### config.mk
export PLATFORM = sky130hd
export DESIGN_NAME = fsc_ctrl
export DESIGN_NICKNAME = d
export VERILOG_FILES = /design/src/rtl/fsc_pkg.sv /design/src/rtl/fsc_ctrl.sv
export SDC_FILE = /design/constraint.sdc
export NUM_CORES = 1
export LEC_CHECK = 0
export BUFFER_PORTS_ARGS = -buffer_cell sky130_fd_sc_hd__buf_2
export CELL_PAD_IN_SITES_DETAIL_PLACEMENT = 1
export CELL_PAD_IN_SITES_GLOBAL_PLACEMENT = 2
export CORE_UTILIZATION = 34
export DETAILED_ROUTE_END_ITERATION = 10
export PLACE_DENSITY = 0.86
export REMOVE_ABC_BUFFERS = 1
export SYNTH_ARGS = -nofsm -noshare
export SYNTH_HDL_FRONTEND = slang
export SYNTH_SLANG_ARGS = --single-unit
### constraint.sdc
create_clock -name clk -period 4.05 [get_ports clk]
set_input_delay 1.215 -clock clk [delete_from_list [all_inputs] [get_ports clk]]
set_output_delay 1.215 -clock clk [all_outputs]
set_load 0.1 [all_outputs]
### src/rtl/fsc_pkg.sv
package fsc_pkg;

  localparam int NUM_CORNERS = 8;
  localparam int NUM_PLANES  = 6;
  // unit normals carry this many fraction bits (1.0 == 2**NRM_SHIFT)
  localparam int NRM_SHIFT   = 30;

  localparam logic [1:0] ACT_LOAD  = 2'd0;
  localparam logic [1:0] ACT_BUILD = 2'd1;
  localparam logic [1:0] ACT_TEST  = 2'd2;

  typedef enum logic [3:0] {
    OP_NONE,
    OP_RD,
    OP_SCALE,
    OP_MUL,
    OP_CMAX,
    OP_NORM,
    OP_SQRT,
    OP_DIV,
    OP_WRP
  } op_t;

  typedef enum logic [1:0] {
    MS_CROSS,
    MS_SQ,
    MS_DOT,
    MS_TEST
  } msel_t;

  typedef struct packed {
    op_t        op;
    msel_t      msel;
    logic [2:0] pidx;
    logic [1:0] ci;
    logic [2:0] k;
    logic       first;
    logic       last;
  } cmd_t;

  typedef struct packed {
    logic zero;
    logic ready;
  } sts_t;

  // corner triple (p1, p2, p3) of each plane, j selects the member
  function automatic logic [2:0] corner_of(input logic [2:0] p, input logic [1:0] j);
    logic [8:0] t;
    logic [2:0] r;
    unique case (p)
      3'd0: t = {3'd1, 3'd5, 3'd6};
      3'd1: t = {3'd7, 3'd4, 3'd0};
      3'd2: t = {3'd4, 3'd5, 3'd1};
      3'd3: t = {3'd2, 3'd6, 3'd7};
      3'd4: t = {3'd5, 3'd4, 3'd7};
      3'd5: t = {3'd0, 3'd1, 3'd2};
      default: t = '0;
    endcase
    unique case (j)
      2'd0: r = t[8:6];
      2'd1: r = t[5:3];
      default: r = t[2:0];
    endcase
    return r;
  endfunction

endpackage

### src/rtl/fsc_ctrl.sv
module fsc_ctrl (
  input  logic          clk,
  input  logic          rst,
  input  logic          start,
  input  logic [1:0]    action,
  input  fsc_pkg::sts_t sts,
  output logic          busy,
  output logic          done,
  output fsc_pkg::cmd_t cmd
);
  import fsc_pkg::*;

  typedef enum logic [16:0] {
    S_IDLE   = 17'h00001,
    S_TMUL   = 17'h00002,
    S_TDRN   = 17'h00004,
    S_TOUT   = 17'h00008,
    S_BRD    = 17'h00010,
    S_BSCL   = 17'h00020,
    S_BXMUL  = 17'h00040,
    S_BXDRN  = 17'h00080,
    S_BMAX   = 17'h00100,
    S_BNRM   = 17'h00200,
    S_BSQM   = 17'h00400,
    S_BSQDRN = 17'h00800,
    S_BSQRT  = 17'h01000,
    S_BDIV   = 17'h02000,
    S_BDTM   = 17'h04000,
    S_BDTDRN = 17'h08000,
    S_BWR    = 17'h10000
  } state_t;

  state_t     state, state_next;
  logic [2:0] pidx, pidx_next;
  logic [1:0] ci, ci_next;
  logic [4:0] cnt, cnt_next;

  localparam logic [2:0] LAST_PLANE = 3'(NUM_PLANES - 1);

  always_ff @(posedge clk) begin
    if (rst) begin
      state <= S_IDLE;
      pidx  <= '0;
      ci    <= '0;
      cnt   <= '0;
    end else begin
      state <= state_next;
      pidx  <= pidx_next;
      ci    <= ci_next;
      cnt   <= cnt_next;
    end
  end

  assign busy = (state != S_IDLE);
  assign done = (state == S_TOUT);

  // sequence the tests and the per-plane build steps
  always_comb begin
    state_next = state;
    pidx_next  = pidx;
    ci_next    = ci;
    cnt_next   = cnt;
    cmd        = '0;
    cmd.op     = OP_NONE;
    cmd.msel   = MS_CROSS;
    cmd.pidx   = pidx;
    cmd.ci     = ci;
    cmd.k      = {1'b0, ci};
    unique case (state)
      S_IDLE: begin
        pidx_next = '0;
        ci_next   = '0;
        cnt_next  = '0;
        if (start && action == ACT_TEST) begin
          state_next = S_TMUL;
        end else if (start && action == ACT_BUILD) begin
          state_next = S_BRD;
        end
      end
      S_TMUL: begin
        cmd.op   = OP_MUL;
        cmd.msel = MS_TEST;
        if (ci == 2'd2) begin
          ci_next = '0;
          if (pidx == LAST_PLANE) begin
            cnt_next   = '0;
            state_next = S_TDRN;
          end else begin
            pidx_next = pidx + 3'd1;
          end
        end else begin
          ci_next = ci + 2'd1;
        end
      end
      S_TDRN: begin
        if (cnt == 5'd1) begin
          state_next = S_TOUT;
        end else begin
          cnt_next = cnt + 5'd1;
        end
      end
      S_TOUT: begin
        state_next = S_IDLE;
      end
      S_BRD: begin
        cmd.op = OP_RD;
        if (ci == 2'd2) begin
          ci_next    = '0;
          state_next = S_BSCL;
        end else begin
          ci_next = ci + 2'd1;
        end
      end
      S_BSCL: begin
        cmd.op     = OP_SCALE;
        cnt_next   = '0;
        state_next = S_BXMUL;
      end
      S_BXMUL: begin
        cmd.op   = OP_MUL;
        cmd.msel = MS_CROSS;
        cmd.k    = cnt[2:0];
        if (cnt == 5'd5) begin
          state_next = S_BXDRN;
        end else begin
          cnt_next = cnt + 5'd1;
        end
      end
      S_BXDRN: begin
        state_next = S_BMAX;
      end
      S_BMAX: begin
        cmd.op     = OP_CMAX;
        state_next = S_BNRM;
      end
      S_BNRM: begin
        cmd.op = OP_NORM;
        if (sts.zero) begin
          ci_next = '0;
          if (pidx == LAST_PLANE) begin
            state_next = S_IDLE;
          end else begin
            pidx_next  = pidx + 3'd1;
            state_next = S_BRD;
          end
        end else if (sts.ready) begin
          ci_next    = '0;
          state_next = S_BSQM;
        end
      end
      S_BSQM: begin
        cmd.op   = OP_MUL;
        cmd.msel = MS_SQ;
        if (ci == 2'd2) begin
          ci_next    = '0;
          state_next = S_BSQDRN;
        end else begin
          ci_next = ci + 2'd1;
        end
      end
      S_BSQDRN: begin
        cnt_next   = '0;
        state_next = S_BSQRT;
      end
      S_BSQRT: begin
        cmd.op    = OP_SQRT;
        cmd.first = (cnt == 5'd0);
        if (cnt == 5'd31) begin
          cnt_next   = '0;
          ci_next    = '0;
          state_next = S_BDIV;
        end else begin
          cnt_next = cnt + 5'd1;
        end
      end
      S_BDIV: begin
        cmd.op    = OP_DIV;
        cmd.first = (cnt == 5'd0);
        cmd.last  = (cnt == 5'd30);
        if (cnt == 5'd30) begin
          cnt_next = '0;
          if (ci == 2'd2) begin
            ci_next    = '0;
            state_next = S_BDTM;
          end else begin
            ci_next = ci + 2'd1;
          end
        end else begin
          cnt_next = cnt + 5'd1;
        end
      end
      S_BDTM: begin
        cmd.op   = OP_MUL;
        cmd.msel = MS_DOT;
        if (ci == 2'd2) begin
          ci_next    = '0;
          state_next = S_BDTDRN;
        end else begin
          ci_next = ci + 2'd1;
        end
      end
      S_BDTDRN: begin
        state_next = S_BWR;
      end
      S_BWR: begin
        cmd.op  = OP_WRP;
        ci_next = '0;
        if (pidx == LAST_PLANE) begin
          state_next = S_IDLE;
        end else begin
          pidx_next  = pidx + 3'd1;
          state_next = S_BRD;
        end
      end
      default: begin
        state_next = S_IDLE;
      end
    endcase
  end

endmodule

==> run summary, run 1 <==
The post-CTS clock slew at the launch and capture registers of the worst setup and hold paths came out at 100 ps. The tools report the number of global-route vias before repair as 2005. The count of input and output buffers came out at 24. Dividing the detail-routed via count by the number of cells gives 6.129. The count of synthesis-stage warnings from yosys was 0; the clock insertion delay at the later pin of the skew report was 280 ps. The worst hold path was traced through 2 stages.

The worst setup path is launched from a register. During I/O placement, the number of pins put on the boundary was 25. The filler cell count was 695; the via total after detailed routing was 2133. Most used flip-flop cell after synthesis: sky130_fd_sc_hd__dfxtp_1. The half-perimeter wire length after placement was 5090 um; the floorplan row count was 27. The area after detailed placement is 2312 um^2, and the power per cell area is 488.7 nW/um^2. The total wirelength of the detailed-routed design is 6535 um, and the count of distinct cell types in the synthesized netlist is 58. The tools report the global-route wire length before repair as 10580 um.

Yosys mapped a number of flops with a built-in enable equal to 0. The number of sinks driven by the clock tree came out at 27. Setup repair after global routing left no endpoint under its margin.

In this run the mean area of a mapped cell was 7.967 um^2. The total global-route track usage came out at 22.03%. The initial utilization of the core area, before any placement, comes to 36.15%. The final layout contains 291 nets. The critical path in this run is classified as register to primary output. For the worst-case hold slack, the log shows 512.3 ps. The number of storage elements in the synthesis netlist works out to 27. The measured slew at the worst slew-check pin works out to 888.6 ps. The tightest min-delay check is of the register to register type.

The floorplan step defined a die boundary enclosing 6312 um^2. The max-slew violation count was 0; the total iterations of the first detailed-routing run was 4. The register area was 540.5 um^2. The worst hold path startpoint is pidx[1]. For this run, asynchronously set or reset flops after synthesis account for 0%. The worst register-to-register path has a setup slack of 1120 ps.

The number of antenna diodes in the final layout is 0. Number of nets with antenna violations after detailed routing: 0. The headroom to the max-slew limit is 39.93%. The total overflow left after global routing is 0.

The run finished with clean final reports. The mapped netlist covers 2039 um^2. The reg-to-reg startpoint is state[5]. For the number of hold buffers added after cts, the log shows 0. The worst setup path is captured at a primary output. For the final database, setup skew stands at 6.482 ps. The relative area change from synthesis to final layout was 16.75%; the CTS buffer count was 3. The final cycle utilization of the critical path came out at 97.61%. The number of gates given a new drive strength after cts was 3; the sequential share of the synthesized area was 26.50%. For the final routed database, the setup TNS stands at 0 ps. Entering global routing, the biggest net connects 28 pins. The average detailed-routed wire length per instance was 18.78 um; the horizontal extent of the die was 79.45 um. The total of endpoints with negative setup slack in the final report is 0. The clock passes through at most 2 buffers.

The region available for standard cell placement spans 5642 um^2. Cells with a size suffix above 1 make up 19.20% of the layout. For the number of endpoints with negative hold slack in the final report, the log shows 0.

The data required time at the worst endpoint was 2830 ps. Clock tree synthesis selected as its root buffer the cell sky130_fd_sc_hd__clkbuf_8. The minimum period implied by the final worst setup slack works out to 3953 ps. For the H-tree depth, the log shows 1. The tools report the data arrival time of the critical path as 2740 ps. The highest clock rate is 0.2530 GHz, and the number of post-CTS setup repair buffers is 0.

Along the worst path, the maximum fanout reaches 8. After technology mapping, the gate count stands at 256. Summing all multi-input logic gate instances after layout gives 1423 um^2. TritonCTS built the clock tree. The initial antenna violation count was 0; the number of remaining DRC errors was 0. Routability-driven placement finished with a final weighted congestion of 0.8411.

The worst register-to-register path has a depth of 6. The tools report the reg-to-reg critical path endpoint as ci[0]. For this design the static power due to leakage is 0.9175 nW.

After the first detailed-routing iteration, the DRC count stood at 124. With fillers left out, the area of the finished cells amounts to 2381 um^2. The floorplan step set the die height to 79.45 um.

Across the run, the number of max-cap violations was 0. VDD sags by at most 0.3476 mV. The path with the worst hold slack has its endpoint at pidx[1].
registers in the layout, indices dropped and copies added, names as in the netlist:
| name | flops |
|---|---|
| ci | 2 |
| pidx | 3 |
| cnt | 5 |
| state | 17 |
per-layer routing:
| layer | up-vias | global-route usage (%) | part of all wire, % |
|---|---|---|---|
| met1 | 1047 | 29.67 | 46 |
| met5 | - | 0 | 0 |
| met4 | 0 | 5.636 | 0.70 |
| met2 | 53 | 37.26 | 48 |
| li1 | 1028 | - | - |
| met3 | 5 | 2.171 | 4.4 |
cells in the mapped netlist, types with 7 or more instances:
master / count / area (um^2)
sky130_fd_sc_hd__nand2_1: 20 / 75.07
sky130_fd_sc_hd__ha_1: 7 / 87.58
sky130_fd_sc_hd__nor2_1: 13 / 48.80
sky130_fd_sc_hd__dfxtp_1: 27 / 540.5
sky130_fd_sc_hd__or4_1: 7 / 52.55
sky130_fd_sc_hd__nand3_1: 13 / 65.06
sky130_fd_sc_hd__clkbuf_1: 9 / 33.78
sky130_fd_sc_hd__nor4b_1: 7 / 61.31
sky130_fd_sc_hd__nor3_1: 9 / 45.04
sky130_fd_sc_hd__nand4_1: 15 / 93.84
sky130_fd_sc_hd__a21oi_1: 16 / 80.08
sky130_fd_sc_hd__o21ai_0: 7 / 35.03
sky130_fd_sc_hd__o31ai_1: 8 / 60.06
worst max-delay path, cell delays in order (launching register included):
cell,delay [ps]
sky130_fd_sc_hd__dfxtp_1,390
sky130_fd_sc_hd__or4_4,640
sky130_fd_sc_hd__or4_4,530
sky130_fd_sc_hd__or3_1,410
sky130_fd_sc_hd__nor3b_1,170
sky130_fd_sc_hd__nand2_1,130
sky130_fd_sc_hd__buf_12,190
cell usage in the layout, fill, tap and decap left out, types with 2 or more instances in the layout:
cell                       Yosys  routed
sky130_fd_sc_hd__buf_12        0       6
sky130_fd_sc_hd__o22ai_1       2       2
sky130_fd_sc_hd__o21ai_1       3       3
sky130_fd_sc_hd__and2_1        5       5
sky130_fd_sc_hd__xor2_1        3       3
sky130_fd_sc_hd__ha_1          7       7
sky130_fd_sc_hd__nor2b_1       5       5
sky130_fd_sc_hd__o211ai_1      5       5
sky130_fd_sc_hd__nand4_1      15      15
sky130_fd_sc_hd__o31ai_1       8       8
sky130_fd_sc_hd__or4_4         4       6
sky130_fd_sc_hd__buf_2         1      18
sky130_fd_sc_hd__nand2b_1      5       5
sky130_fd_sc_hd__dfxtp_1      27      27
sky130_fd_sc_hd__and3_1        4       4
sky130_fd_sc_hd__nor3_1        9       9
sky130_fd_sc_hd__or3_1         3       3
sky130_fd_sc_hd__nand2_1      20      20
sky130_fd_sc_hd__o21ai_0       7       7
sky130_fd_sc_hd__or4_1         7       5
sky130_fd_sc_hd__inv_1         6       6
sky130_fd_sc_hd__nor4_4        1       2
sky130_fd_sc_hd__nor2_1       13      13
sky130_fd_sc_hd__a21oi_1      16      16
sky130_fd_sc_hd__xnor2_1       4       4
sky130_fd_sc_hd__nor4b_1       7       7
sky130_fd_sc_hd__nand3_1      13      13
sky130_fd_sc_hd__buf_4         1       6
sky130_fd_sc_hd__or4b_2        4       4
sky130_fd_sc_hd__a211oi_1      3       3
sky130_fd_sc_hd__and4b_1       3       3
sky130_fd_sc_hd__clkbuf_8      0       3
sky130_fd_sc_hd__nor4_1        6       6
sky130_fd_sc_hd__and4_1        3       3
report_power, final:
group          internal (W)  switching (W)  leakage [nW]  total (W)
Combinational      0.000212       0.000483         0.674   0.000695
Sequential         0.000285      0.0000233         0.218   0.000308
Clock             0.0000692      0.0000915        0.0255   0.000161
Total              0.000566       0.000598         0.918    0.00116
metrics by stage:
stage,util (%),std cells,worst slack [ps],power (W)
after CTS,42.09,348,102.3,0.001162
after global placement,40.98,344,355.2,0.0009777
final,42.20,348,96.85,0.001164
after detailed placement,40.98,344,237.2,0.0009886
after floorplan,-,242,-1660,0.0007923
after global routing,42.20,348,0.6701,0.001224
cell type report:
class / instances / share of cell area [%]
multi-input cells: 208 / 59.75
well taps: 72 / 3.784
clock buffers: 3 / 1.734
clock inverters: 1 / 0.2102
flip-flops and latches: 27 / 22.70
repair buffers: 30 / 10.72
inverters: 7 / 1.104
how the worst max path moves through the flow:
stage / start / endpoint / slack (ps) / cells after the start
finish: state[0] / cmd[13] / 100 / 6
global route: state[0] / cmd[13] / 0.7 / 6
CTS: state[0] / cmd[13] / 100 / 6
detailed placement: state[8] / cmd[1] / 240 / 5
global placement: state[8] / cmd[1] / 360 / 5
floorplan: state[8] / cmd[1] / -1660 / 4
kinds of logic after synthesis:
kind of cell	Yosys count	share of synthesized area [%]
DFF	27	26.50
xor gates and xnor gates	7	3.006
buffers and inverters	21	4.846
and+or+nand+nor	137	42.70
adders and majority gates	7	4.294
AOI/OAI and AO/OA	57	18.65
(Power assumes the default switching activity.)
==> run 2, diff against run 1 <==
--- a/config.mk
+++ b/config.mk
@@ -8,6 +8,7 @@
 export BUFFER_PORTS_ARGS = -buffer_cell sky130_fd_sc_hd__buf_2
 export CELL_PAD_IN_SITES_DETAIL_PLACEMENT = 1
 export CELL_PAD_IN_SITES_GLOBAL_PLACEMENT = 2
+export CORE_ASPECT_RATIO = 1.2
 export CORE_UTILIZATION = 34
 export DETAILED_ROUTE_END_ITERATION = 10
 export PLACE_DENSITY = 0.86
==> run 2 against run 1 <==
Clock-buffer cell count did not move. Setup slack improved by 17 ps. Combinational power fell by 1%. Clock power rose by 3%. Wire length fell by 0.63%. Sequential power barely moved. Largest cell class unchanged. Register-to-register slack improved by 40 ps. Global-route usage rose by 0.11 points. Final area rose by 0.11%. Critical path depth did not move. Sequential cell count did not move.
==> run summary, run 2 (synthesis gave the netlist of run 1 again) <==
Routed metal-1 wire length: 2855 um (-5.7%). The tools report the total iterations of the first detailed-routing run as 4 (unchanged). The min-delay analysis places its worst path in the category register to register. The standard cell core area is 5705 um^2 (+1.1%), and the total of endpoints with negative setup slack in the final report is 0 (unchanged).

The share of post-route cells with drive strength above 1 came out at 18.84% (-0.36 points). The number of cells on the worst reg-to-reg path came out at 7 (+1). Setup repair after global routing left no endpoint under its margin. The reported max-cap violation count is 0 (unchanged). The leakage power total is 0.9149 nW (-0.29%).

Leading cell type in the layout, fill and taps excluded: sky130_fd_sc_hd__dfxtp_1. The starting utilization of the core area came out at 35.75% (-0.40 points). H-tree depth: 1 (unchanged). The floorplan row count was 30 (+11%). CTS placed an instance of sky130_fd_sc_hd__clkbuf_8 at the clock tree root. The area growth from synthesis to layout is 16.87%. After detailed routing, no signal wire sits above met4. The logs give 291 (unchanged) for the final net count and 0 (unchanged) for the total congestion overflow after global routing. Top fanout value on the critical path: 8 (unchanged). The tools report the total global-route track usage as 22.14% (+0.11 points). For the data required time at the worst endpoint, the log shows 2830 ps (about the same). The wire length on met2 is 3298 um (+4.1%). The tools report the die footprint as 6313 um^2 (about the same).

The maximum number of pins on one net before global-route repair is 28 (unchanged), and the power per cell area is 487.0 nW/um^2 (-0.33%). Post-CTS clock slew at the launch and capture registers of the worst setup and hold paths: 100 ps (about the same). The run gives 2.448 ps (-4.033 ps) as the setup skew after layout. The horizontal extent of the die was 72.70 um (-8.5%); the count of input and output buffers was 24 (unchanged).

More flip-flops sit in one register than any other, and that register is state. TritonCTS built the clock tree. The run finished with clean final reports. The utilization after layout was 41.78% (-0.43 points). The critical path is of the register to primary output type. The least setup slack across all paths after layout was 113.8 ps (+16.99 ps); the measured slew at the worst slew-check pin was 794.9 ps (-93.67 ps). First-iteration detailed-routing DRC count: 121 (-2.4%). The number of global-route vias before repair was 2031 (+1.3%). The highest clock rate is 0.2541 GHz (+0.43%), and the number of flip-flops under the largest register name is 17 (unchanged). The routed length on met3 was 254 um (-12%). The maximum vdd ir drop was 0.4668 mV (+34%). The maximum buffer depth of the clock tree was 2 (unchanged). The run gives 0 (unchanged) as the number of remaining DRC errors. The via total after detailed routing was 2148 (+0.70%).

Top-level I/O count: 25 (unchanged). The worst hold path terminates at pidx[1]. The minimum period implied by the final worst setup slack is 3936 ps (-16.99 ps), and the placer's final routability congestion estimate is 0.8940 (+6.3%).

The startpoint kind of the worst setup timing path is a register. The global-route wire length before repair was 10710 um (+1.2%). For the half-perimeter wire length after placement, the log shows 5044 um (-0.91%).

Reg-to-reg startpoint: state[5]. The max-slew violation count is 0 (unchanged). The worst register-to-register path ends at ci[0].

The largest registers in the layout are state x17, cnt x5, pidx x3. The hold-critical path depth was 2 (unchanged). STA classifies the critical path endpoint as a primary output.

For the number of nets with antenna violations after detailed routing, the log shows 0 (unchanged). The run gives 324.8 ps (+87.61 ps) as the post-place setup slack. The average detailed-routed wire length per instance is 18.24 um (-2.9%), and the data arrival time of the critical path is 2720 ps (-20 ps). The worst hold path startpoint was pidx[1]. The final cycle utilization of the critical path is 97.19% (-0.42 points), and the number of standard cells in the final layout excluding fillers is 356 (+2.3%). The number of endpoints with negative hold slack in the final report was 0 (unchanged).

The total wirelength of the detailed-routed design was 6494 um (-0.63%); the count of inserted antenna diode cells was 0 (unchanged). The CTS buffer count is 3 (unchanged), and the initial antenna violation count is 0 (unchanged). The headroom to the max-slew limit is 46.45% (+6.5 points). The number of instances in the placed design is 352 (+2.3%), and the register-to-register path setup slack is 1160 ps (+40 ps). Vertical die dimension: 86.84 um (+9.3%). The library cells used most frequently in the layout, excluding fill and tap cells, are sky130_fd_sc_hd__dfxtp_1, sky130_fd_sc_hd__nand2_1, sky130_fd_sc_hd__a21oi_1, sky130_fd_sc_hd__nand4_1, sky130_fd_sc_hd__buf_2. The routed via count divided by cell count is 6.034 (-1.6%). The worst-case hold slack came out at 495.6 ps (-16.63 ps). The number of sinks driven by the clock tree was 27 (unchanged); the number of hold buffers added after cts was 0 (unchanged). The run gives 280 ps (about the same) as the clock insertion delay at the later pin of the skew report.
==> run 2: layer usage <==
| metal | vias up | GRT usage, % |
|---|---|---|
| met4 | 0 | 6.061 |
| li1 | 1029 | - |
| met3 | 9 | 1.860 |
| met1 | 1065 | 29.30 |
| met5 | - | 0 |
| met2 | 45 | 38.23 |
==> run 2: metrics by stage <==
step / TNS (ps) / power [W] / cell area (um^2)
after floorplan: -6715 / 0.0007923 / 1967
after global placement: 0 / 0.0009876 / 2322
after detailed placement: 0 / 0.0009940 / 2322
after CTS: 0 / 0.001159 / 2369
after global routing: 0 / 0.001227 / 2384
final: 0 / 0.001161 / 2384
==> run 2: worst max-delay path, cell delays in order (launching register included) <==
cell and delay, ps:
sky130_fd_sc_hd__dfxtp_1 390, sky130_fd_sc_hd__or4_4 620, sky130_fd_sc_hd__or4_4 530, sky130_fd_sc_hd__or3_1 400
sky130_fd_sc_hd__nor3b_1 170, sky130_fd_sc_hd__nand2_1 130, sky130_fd_sc_hd__buf_12 190
==> run 2: repair_timing <==
item,CTS,global route
buffers inserted,0,0
endpoints found under the setup margin,0,5
gates resized for setup,0,5
==> run 2: worst max path at each step <==
stage          slack [ps]       to      start  cells after the start
4_1_cts               0.7  cmd[13]   state[8]                      6
3_3_place_gp          380  cmd[13]   state[8]                      6
2_1_floorplan       -1660   cmd[1]   state[8]                      4
3_5_place_dp          320  cmd[13]   state[8]                      6
5_1_grt                10   cmd[2]  state[14]                      5
6_report              110  cmd[13]   state[0]                      6
==> run 2: power breakdown <==
group          internal, W  switching, W
Sequential        0.000285     0.0000241
Combinational     0.000216      0.000470
Clock            0.0000694     0.0000968
Total             0.000570      0.000591
==> run 2: final cells by class <==
cell class              instances  area, um^2
fillers                       715        3322
clock buffers                   3       41.29
flip-flops and latches         27       540.5
well taps                      80       100.1
repair buffers                 30       262.8
clock inverters                 1       5.005
inverters                       7       26.28
multi-input cells             208        1408
